File: src/rtl/core/ccse_pkg.sv
// Shared constants and types of the cluster chain to sector extent converter.
package ccse_pkg;

  // Bytes in one sector and the matching shift for the sector count.
  localparam int unsigned SECTOR_BYTES = 512;
  localparam int unsigned SECTOR_SHIFT = $clog2(SECTOR_BYTES);

  localparam int unsigned CLUSTER_W = 28;
  localparam int unsigned SECTOR_W  = 32;
  localparam int unsigned LENGTH_W  = 24;
  localparam int unsigned SPC_W     = 8;
  localparam int unsigned SIZE_W    = 32;

  // Lowest cluster number that maps to the data area.
  localparam logic [CLUSTER_W-1:0] FIRST_DATA_CLUSTER = CLUSTER_W'(2);

  // Configuration register indexes.
  localparam logic [1:0] REG_SECTORS_PER_CLUSTER = 2'd0;
  localparam logic [1:0] REG_DATA_BASE_SECTOR    = 2'd1;
  localparam logic [1:0] REG_FAT_ENTRY_COUNT     = 2'd2;
  localparam logic [1:0] REG_FILE_SIZE_BYTES     = 2'd3;

  // Result queue geometry.
  localparam int unsigned QUEUE_DEPTH = 4;
  localparam int unsigned QPTR_W      = $clog2(QUEUE_DEPTH);

  typedef struct packed {
    logic [SECTOR_W-1:0] run_start;
    logic [LENGTH_W-1:0] run_length;
    logic                final_run;
    logic                bad_cluster;
  } result_t;

endpackage

File: src/rtl/core/cluster_chain_sector_extents.sv
// Top level of the cluster chain to sector extent converter.
//
// The block takes one cluster number per cycle and one request at a time: the
// first request of a file carries the file's first cluster, and the file size
// held in the configuration registers is turned into a sector count at that
// point. Each cluster is range checked against 2 .. fat_entry_count-1 in the
// first stage, where its first data sector is also formed by one narrow
// multiply and an add. The second stage merges the sectors with the open run,
// trimmed to what the file still needs, and pushes zero, one or two results
// into a four-entry result queue; a request that closes a run on a gap and also
// ends the file yields two. The sustained rate is one cluster per cycle for as
// long as the downstream side takes one result per cycle; the second stage only
// advances while the queue has room for two results, so the input stalls when
// the queue already holds three or four. An accepted request is registered in
// stage 1 before its results enter the queue. An empty file gives one final
// result of length zero; an invalid cluster gives one final result with
// bad_cluster set and drops the open run. Configuration must only be written
// while the block is idle; writes are always taken at once.
module cluster_chain_sector_extents (
  input  logic        clk,
  input  logic        rst_n,
  input  logic        in_valid,
  output logic        in_ready,
  input  logic [27:0] in_cluster,
  output logic        out_valid,
  input  logic        out_ready,
  output logic [31:0] out_run_start,
  output logic [23:0] out_run_length,
  output logic        out_final_run,
  output logic        out_bad_cluster,
  input  logic        cfg_valid,
  output logic        cfg_ready,
  input  logic [1:0]  cfg_index,
  input  logic [31:0] cfg_data
);

  // Configuration registers.
  logic [ccse_pkg::SPC_W-1:0]     spc_r;
  logic [ccse_pkg::SECTOR_W-1:0]  data_base_r;
  logic [ccse_pkg::CLUSTER_W-1:0] fat_count_r;
  logic [ccse_pkg::SIZE_W-1:0]    file_size_r;

  assign cfg_ready = 1'b1;

  always_ff @(posedge clk) begin
    if (!rst_n) begin
      spc_r       <= ccse_pkg::SPC_W'(1);
      data_base_r <= '0;
      fat_count_r <= '0;
      file_size_r <= '0;
    end else if (cfg_valid) begin
      case (cfg_index)
        ccse_pkg::REG_SECTORS_PER_CLUSTER: spc_r <= cfg_data[ccse_pkg::SPC_W-1:0];
        ccse_pkg::REG_DATA_BASE_SECTOR:    data_base_r <= cfg_data;
        ccse_pkg::REG_FAT_ENTRY_COUNT:     fat_count_r <= cfg_data[ccse_pkg::CLUSTER_W-1:0];
        ccse_pkg::REG_FILE_SIZE_BYTES:     file_size_r <= cfg_data;
        default: ;
      endcase
    end
  end

  // A sectors-per-cluster value of zero behaves as one.
  logic [ccse_pkg::SPC_W-1:0] spc_eff;
  assign spc_eff = (spc_r == '0) ? ccse_pkg::SPC_W'(1) : spc_r;

  // ---------------------------------------------------------------------------
  // Stage 1: range check and cluster to sector mapping.
  // ---------------------------------------------------------------------------
  logic                           s1_valid_r;
  logic                           s1_bad_r;
  logic [ccse_pkg::SECTOR_W-1:0]  s1_sect_r;
  logic                           s2_fire;

  logic [ccse_pkg::CLUSTER_W-1:0] clst_offset;
  logic [ccse_pkg::CLUSTER_W+ccse_pkg::SPC_W-1:0] clst_product;
  logic [ccse_pkg::SECTOR_W-1:0]  sect_nxt;
  logic                           bad_nxt;

  assign in_ready     = !s1_valid_r || s2_fire;
  assign clst_offset  = in_cluster - ccse_pkg::FIRST_DATA_CLUSTER;
  assign clst_product = clst_offset * spc_eff;
  assign sect_nxt     = clst_product[ccse_pkg::SECTOR_W-1:0] + data_base_r;
  assign bad_nxt      = (in_cluster < ccse_pkg::FIRST_DATA_CLUSTER) ||
                        (in_cluster >= fat_count_r);

  always_ff @(posedge clk) begin
    if (!rst_n) begin
      s1_valid_r <= 1'b0;
    end else if (in_ready) begin
      s1_valid_r <= in_valid;
    end
  end

  always_ff @(posedge clk) begin
    if (in_valid && in_ready) begin
      s1_sect_r <= sect_nxt;
      s1_bad_r  <= bad_nxt;
    end
  end

  // ---------------------------------------------------------------------------
  // Stage 2: run merging and file bookkeeping.
  // ---------------------------------------------------------------------------
  logic                          run_open_r;
  logic [ccse_pkg::SECTOR_W-1:0] run_start_r;
  logic [ccse_pkg::LENGTH_W-1:0] run_len_r;
  logic [ccse_pkg::LENGTH_W-1:0] sectors_left_r;

  logic                          run_open_nxt;
  logic [ccse_pkg::SECTOR_W-1:0] run_start_nxt;
  logic [ccse_pkg::LENGTH_W-1:0] run_len_nxt;
  logic [ccse_pkg::LENGTH_W-1:0] sectors_left_nxt;

  logic [ccse_pkg::SIZE_W:0]     size_round;
  logic [ccse_pkg::LENGTH_W-1:0] need_sectors;
  logic [ccse_pkg::LENGTH_W-1:0] left_now;
  logic [ccse_pkg::LENGTH_W-1:0] spc_wide;
  logic [ccse_pkg::LENGTH_W-1:0] take;
  logic [ccse_pkg::SECTOR_W-1:0] run_end;
  logic                          extend;

  ccse_pkg::result_t res_a;
  ccse_pkg::result_t res_b;
  logic [1:0]        res_count;
  logic              push_final;

  // Sectors needed by the file, rounded up.
  assign size_round   = {1'b0, file_size_r} +
                        (ccse_pkg::SIZE_W + 1)'(ccse_pkg::SECTOR_BYTES - 1);
  assign need_sectors = ccse_pkg::LENGTH_W'(size_round >> ccse_pkg::SECTOR_SHIFT);
  assign left_now     = run_open_r ? sectors_left_r : need_sectors;
  assign spc_wide     = ccse_pkg::LENGTH_W'(spc_eff);
  assign take         = (spc_wide < left_now) ? spc_wide : left_now;
  assign run_end      = run_start_r + ccse_pkg::SECTOR_W'(run_len_r);
  assign extend       = run_open_r && (s1_sect_r == run_end);

  always_comb begin
    run_open_nxt     = run_open_r;
    run_start_nxt    = run_start_r;
    run_len_nxt      = run_len_r;
    sectors_left_nxt = sectors_left_r;
    res_a            = '0;
    res_b            = '0;
    res_count        = 2'd0;

    if (!run_open_r && (need_sectors == '0)) begin
      // Empty file: one final result of length zero, cluster ignored.
      res_a.final_run = 1'b1;
      res_count       = 2'd1;
      sectors_left_nxt = '0;
    end else if (s1_bad_r) begin
      // Invalid cluster: report it and drop whatever run was open.
      res_a.final_run   = 1'b1;
      res_a.bad_cluster = 1'b1;
      res_count         = 2'd1;
      run_open_nxt      = 1'b0;
      run_start_nxt     = '0;
      run_len_nxt       = '0;
      sectors_left_nxt  = '0;
    end else begin
      if (extend) begin
        run_len_nxt = run_len_r + take;
      end else begin
        if (run_open_r) begin
          res_a.run_start  = run_start_r;
          res_a.run_length = run_len_r;
          res_count        = 2'd1;
        end
        run_start_nxt = s1_sect_r;
        run_len_nxt   = take;
        run_open_nxt  = 1'b1;
      end
      sectors_left_nxt = left_now - take;
      if (sectors_left_nxt == '0) begin
        // The file is covered: emit the run that ends it.
        if (res_count == 2'd0) begin
          res_a.run_start  = run_start_nxt;
          res_a.run_length = run_len_nxt;
          res_a.final_run  = 1'b1;
        end else begin
          res_b.run_start  = run_start_nxt;
          res_b.run_length = run_len_nxt;
          res_b.final_run  = 1'b1;
        end
        res_count    = res_count + 2'd1;
        run_open_nxt = 1'b0;
      end
    end
  end

  always_ff @(posedge clk) begin
    if (!rst_n) begin
      run_open_r     <= 1'b0;
      run_start_r    <= '0;
      run_len_r      <= '0;
      sectors_left_r <= '0;
    end else if (s2_fire) begin
      run_open_r     <= run_open_nxt;
      run_start_r    <= run_start_nxt;
      run_len_r      <= run_len_nxt;
      sectors_left_r <= sectors_left_nxt;
    end
  end

  assign push_final = (res_count != 2'd0);

  // ---------------------------------------------------------------------------
  // Result queue.
  // ---------------------------------------------------------------------------
  ccse_pkg::result_t                   queue_r [ccse_pkg::QUEUE_DEPTH];
  logic [ccse_pkg::QPTR_W-1:0]         wr_ptr_r;
  logic [ccse_pkg::QPTR_W-1:0]         rd_ptr_r;
  logic [ccse_pkg::QPTR_W:0]           count_r;
  logic [ccse_pkg::QPTR_W:0]           count_nxt;
  logic [ccse_pkg::QPTR_W-1:0]         wr_ptr_inc;
  logic                                pop;
  logic [ccse_pkg::QPTR_W:0]           push_n;

  // Stage 2 only advances when two results would still fit.
  assign s2_fire    = s1_valid_r &&
                      (count_r <= (ccse_pkg::QPTR_W + 1)'(ccse_pkg::QUEUE_DEPTH - 2));
  assign pop        = out_valid && out_ready;
  assign push_n     = s2_fire ? (ccse_pkg::QPTR_W + 1)'(res_count) : '0;
  assign wr_ptr_inc = wr_ptr_r + ccse_pkg::QPTR_W'(1);
  assign count_nxt  = count_r + push_n - (ccse_pkg::QPTR_W + 1)'(pop);

  always_ff @(posedge clk) begin
    if (!rst_n) begin
      wr_ptr_r <= '0;
      rd_ptr_r <= '0;
      count_r  <= '0;
    end else begin
      wr_ptr_r <= wr_ptr_r + ccse_pkg::QPTR_W'(push_n);
      if (pop) begin
        rd_ptr_r <= rd_ptr_r + ccse_pkg::QPTR_W'(1);
      end
      count_r <= count_nxt;
    end
  end

  always_ff @(posedge clk) begin
    if (s2_fire && (res_count != 2'd0)) begin
      queue_r[wr_ptr_r] <= res_a;
    end
    if (s2_fire && (res_count == 2'd2)) begin
      queue_r[wr_ptr_inc] <= res_b;
    end
  end

  ccse_pkg::result_t head;
  assign head            = queue_r[rd_ptr_r];
  assign out_valid       = (count_r != '0);
  assign out_run_start   = head.run_start;
  assign out_run_length  = head.run_length;
  assign out_final_run   = head.final_run;
  assign out_bad_cluster = head.bad_cluster;

  // ---------------------------------------------------------------------------
  // Assertions.
  // ---------------------------------------------------------------------------
  a_queue_bound: assert property (@(posedge clk) disable iff (!rst_n)
    count_r <= (ccse_pkg::QPTR_W + 1)'(ccse_pkg::QUEUE_DEPTH))
    else $error("result queue overfilled");

  a_stall_holds: assert property (@(posedge clk) disable iff (!rst_n)
    !in_ready |=> s1_valid_r)
    else $error("stalled request lost from stage 1");

  a_final_closes: assert property (@(posedge clk) disable iff (!rst_n)
    (s2_fire && push_final && !run_open_nxt) |=> !run_open_r)
    else $error("run left open after the file ended");

  a_bad_single: assert property (@(posedge clk) disable iff (!rst_n)
    (s2_fire && s1_bad_r) |-> (res_count == 2'd1))
    else $error("invalid cluster did not give exactly one result");

endmodule
File: config.mk
export PLATFORM = sky130hd
export DESIGN_NAME = cluster_chain_sector_extents
export DESIGN_NICKNAME = d
export VERILOG_FILES = /design/src/rtl/core/ccse_pkg.sv /design/src/rtl/core/cluster_chain_sector_extents.sv
export SDC_FILE = /design/constraint.sdc
export NUM_CORES = 2
export LEC_CHECK = 0
export ABC_AREA = 1
export BUFFER_PORTS_ARGS = -buffer_cell sky130_fd_sc_hd__clkbuf_2
export CAP_MARGIN = 15
export CORE_MARGIN = 4
export CORE_UTILIZATION = 50
export CTS_CLUSTER_DIAMETER = 150
export CTS_CLUSTER_SIZE = 20
export DETAILED_ROUTE_END_ITERATION = 16
export PLACE_DENSITY = 0.79
export SLEW_MARGIN = 10
export SYNTH_ARGS = -nofsm -noshare
export SYNTH_HDL_FRONTEND = slang
export SYNTH_SLANG_ARGS = --single-unit
export TNS_END_PERCENT = 100
File: constraint.sdc
create_clock -name clk -period 9.95 [get_ports clk]
set_clock_uncertainty 0.15 [all_clocks]
set_input_delay 0.995 -clock clk [delete_from_list [all_inputs] [get_ports clk]]
set_output_delay 0.995 -clock clk [all_outputs]
set_load 0.01 [all_outputs]
## Word level (Yosys, flattened, before mapping)

Memory sizes are Yosys's and may differ from the RTL's. A register that Yosys moved wholly into a read port is not among the register bits.
Cells that the tools add are included.

- Register bits after elaboration: 222
- Memory bits (writable): 232
- Output and inout port bits: 61
- Logic and storage cells: 103
- Memories kept: 1

- Add/subtract/negate cells: 12
- Multipliers: 1
- $lt $le $gt $ge: 4
- Equal/unequal tests: 6
- Multiplexer cells: 40
- Bitwise gates (word level): 1
- Reductions and logical operators: 24

Memories:

| memory | depth | width | read ports | clocked after Yosys merged registers in | write ports | RTL line | RTL |
|---|---|---|---|---|---|---|---|
| queue_r | 4 | 58 | 1 | 1 | 2 | cluster_chain_sector_extents.sv:210 | `ccse_pkg::result_t queue_r [ccse_pkg::QUEUE_DEPTH];` |

Operators by type and width:

| operator | number |
|---|---|
| $mux 57 | 6 |
| $mux 56 | 4 |
| $mux 24 | 6 |
| $mux 32 | 2 |
| $logic_not 24->1 | 2 |
| $add 32x9->33 const B | 1 |
| $add 32x24->32 | 1 |
| $add 32x32->32 | 1 |
| $eq 32x32->1 | 1 |
| $mul 28x8->32 | 1 |
| $ge 28x28->1 | 1 |
| $lt 28x2->1 const B | 1 |
| $sub 28x2->28 const B | 1 |
| $add 24x24->24 | 1 |
| $lt 8x24->1 | 1 |
| $sub 24x24->24 | 1 |
| $mux 2 | 8 |
| $mux 1 | 13 |
| $reduce_and 2->1 | 5 |
| $logic_not 8->1 | 1 |
| $mux 8 | 1 |
| $logic_and 1x1->1 | 7 |
| $add 2x1->2 const B | 3 |
| $eq 2x2->1 const B | 3 |
| other kinds (13) | 16 |

## Depth between registers and ports, before layout

- Depth in word-level cells: 14
- Depth in mapped cells: 51

## Worst setup path after synthesis

No wires, ideal clock.

- Path type: reg2reg
- From: reg run_open_r
- To: mem queue_r[1][10] in the netlist's numbering, enable pin
- Setup time: 0.644 ns
- Arrival: 6.923 ns
- Required time: 9.156 ns
- Setup slack: 2.234 ns
- Stages on the path, launching flop included: 42
- Path buffers: 7
- Clock period less this slack: 7.716 ns
- Path through: dfxtp_1 inv_1 buf_6 buf_2 buf_2 buf_2 nand2_1 nand2_1 inv_1 ha_1 a21o_1 nand2_1 nand2_1 a21oi_1 nand2_1 nand2_1 nand2_1 nand2_1 [... 6 more ...] nand3_1 a21oi_2 nand2_2 nor2_4 nand2_2 nand2_1 nand3_2 nor2_8 nand2_4 buf_4 inv_1 ha_1 inv_1 nand4_1 nand3_1 clkbuf_1 clkbuf_1 nand2_1

RTL lines:

| what | RTL line | RTL |
|---|---|---|
| from (decl) | cluster_chain_sector_extents.sv:104 | `logic run_open_r;` |
| from (signal assigned) | cluster_chain_sector_extents.sv:198 | `run_open_r <= run_open_nxt;` |
| to (decl) | cluster_chain_sector_extents.sv:210 |  |

==> results.json <==
{
  "outcome": "completed",
  "setup_viol": 0,
  "yosysWarnings": 0,
  "ios": 128,
  "arrival_ns": 8.83,
  "cts_buffer_depth": 3,
  "dr_wl_met2_um": 50900,
  "p_leak_nw": 17.4,
  "whs_ns": 0.315,
  "vias_per_cell": 5.70,
  "dp_slack_ns": 1.41,
  "hold_viol_final": 0,
  "comb_power_share_pct": 42.2,
  "cts_tree": "built",
  "maxSlewViolCount": 0,
  "power.share.clock_pct": 19.0,
  "io_buffers": 126,
  "worst_pin_slew_ns": 1.06,
  "final_area_sq_um": 38100,
  "final_cell_mix": "nand2_1 (1081), inv_1 (640), nor2_1 (612)",
  "initial_utilization_pct": 50.5,
  "ys_seq_elements": 456,
  "dp.cells": 5870,
  "layout_setup_ws_ns": 1.23,
  "switching_share_pct": 42.9,
  "dp_hpwl_um": 83300,
  "cp_num_buf_inv": 7,
  "synthArstFlopShare_pct": 0,
  "htreeDepth": 1,
  "yosysSeqAreaShare_pct": 32.4,
  "dieWidth_um": 277,
  "synth_area_leader_cell": "edfxtp_1",
  "maxSlewHeadroom_pct": 29.4,
  "wirelength_um": 112000,
  "grt_overflow": 0,
  "final_nets": 5339,
  "hold_buffers": 0,
  "rsz0062_at_grt": "false",
  "cp_top_family": "simple AND/OR/NAND/NOR gates",
  "synth.distinct_cells": 59,
  "ant_nets": 0,
  "cts_buffers": 27,
  "cts_resized": 0,
  "p_per_area_nw_per_um2": 165,
  "critPathMaxFanout": 35,
  "cts_root_buf": "clkbuf_16",
  "switchingPower_mw": 2.69,
  "internal-power_mw": 3.58,
  "layout.cells.non_filler": 5918,
  "first_pass_iters": 6,
  "gp_congestion": 0.990,
  "drt_iter0_markers": 3543,
  "max-cap-violations": 0,
  "wl_met1_um": 43900,
  "finalSetupTns_ns": 0,
  "clkLatencyLatePin_ns": 0.63,
  "synth_cells": 4961,
  "period_share_pct": 87.6,
  "power_frac_seq_pct": 38.9,
  "synthFlopType": "edfxtp_1",
  "num_rows": 98,
  "top_layer_used": "met4",
  "slowest_delay_ns": 0.60,
  "clk_pin_slew_ns": 0.09,
  "layout.cells.most_common": "nand2_1",
  "worst_path_max_delay_cell": "nand2_2",
  "die-area_sq_um": 76900,
  "die_y_um": 277,
  "core_area_sq_um": 71700,
  "setup.worst_path.end_class": "flop",
  "crit_top_cell": "nand2_1",
  "place_area_sq_um": 37300,
  "fin_crit_ns": 8.72,
  "postCtsSetupRepairBufs": 0,
  "synth.avg_cell_area_sq_um": 7.31,
  "cp-start-kind": "flop",
  "synth_top_area_share_pct": 21.6,
  "grt_usage_pct": 28.0,
  "drive_gt1_share_pct": 6.66,
  "antenna_found_initial": 0,
  "hp-class": "reg -> reg",
  "grt_pass1_wl_um": 174000,
  "fmax_ghz": 0.115,
  "vias": 33757,
  "wl_met3_um": 10100,
  "vdd_drop_max_mv": 0.144,
  "cts.sinks": 456,
  "remaining_drc_errors": 0,
  "crit_type": "reg -> reg",
  "wl_per_cell_um": 18.9,
  "grt_max_degree": 100,
  "synth.area.top_cells": "edfxtp_1 (22%), nand2_1 (11%), dfxtp_1 (11%)",
  "synth-edff-count": 261,
  "nFillCells": 6772,
  "syn_area_sq_um": 36200,
  "area_growth_pct": 5.22,
  "grt_pass1_vias": 31541,
  "worstPathRequired_ns": 10.06
}
flip-flops by register name, indices dropped and copies added (netlist names), 3 cells and up, named ones only:
register,count
count_r,3
file_size_r,32
s1_sect_r,32
data_base_r,32
queue_r,232
run_len_r,24
fat_count_r,28
run_start_r,32
spc_r,8
sectors_left_r,24
through the flow:
| stage | util (%) | power (mW) |
|---|---|---|
| floorplan | - | 4.21 |
| global placement | 52.1 | 5.01 |
| detailed placement | 52.1 | 5.06 |
| CTS | 53.2 | 6.23 |
| global route | 53.2 | 6.66 |
| finish | 53.2 | 6.27 |
path summary, 6_finish.rpt:
path                            slack, ns            start         endpoint  cells past startpoint
worst max-delay path                 1.23         spc_r[2]    queue_r[0][3]                     37
worst min-delay path                 0.31  fat_count_r[15]  fat_count_r[15]                      2
worst max register to register       1.23         spc_r[2]    queue_r[0][3]                     37
worst min register to register       0.31  fat_count_r[15]  fat_count_r[15]                      2
tightest hold or removal path, cell delays in order (launching register included):
cell	delay, ns
dfxtp_1	0.30
inv_1	0.06
a21oi_1	0.06
final cells by class:
class                      instances  area [sq um]  area share, %
clock buffer                      44           739           1.94
tap                              950          1190           3.12
multi-input combinational       3635         21000           55.0
antenna                            1          2.50        0.00656
timing repair buffer             172           978           2.57
clock inverter                     3          47.5          0.125
sequential                       456         11700           30.8
inverter                         657          2470           6.47
per-layer routing:
layer,vias up,track usage (%)
li1,16071,-
met1,15593,36.2
met2,1751,46.2
met3,342,3.90
met4,0,14.1
met5,-,0
power by group through the flow:
stage          registers (mW)  logic (mW)  clock network (mW)
6_report                 2.44        2.65                1.19
5_1_grt                  2.44        2.96                1.26
4_1_cts                  2.41        2.62                1.20
3_5_place_dp             2.46        2.60                   0
3_3_place_gp             2.46        2.55                   0
2_1_floorplan            2.31        1.89                   0
cells by family after synthesis:
kind of cell	share of synthesized area (%)
and+or+nand+nor	28.3
DFF	32.4
xor gates and xnor gates	2.44
adders and majority gates	15.0
other	0.0207
AOI/OAI and AO/OA	11.8
buffers and inverters	10.0
cell usage after synthesis, drive strengths merged (29+ instances only):
| cell | number |
|---|---|
| dfxtp | 195 |
| o22ai | 60 |
| nor3 | 29 |
| edfxtp | 261 |
| fa | 185 |
| nand4 | 49 |
| nor2 | 641 |
| xnor2 | 39 |
| nand2 | 1114 |
| clkbuf | 159 |
| ha | 138 |
| buf | 65 |
| nand3 | 513 |
| or2 | 32 |
| a21oi | 277 |
| a211oi | 33 |
| inv | 653 |
| o21ai | 387 |
| xor2 | 62 |
Note: power is estimated with default switching activity, not from simulation.
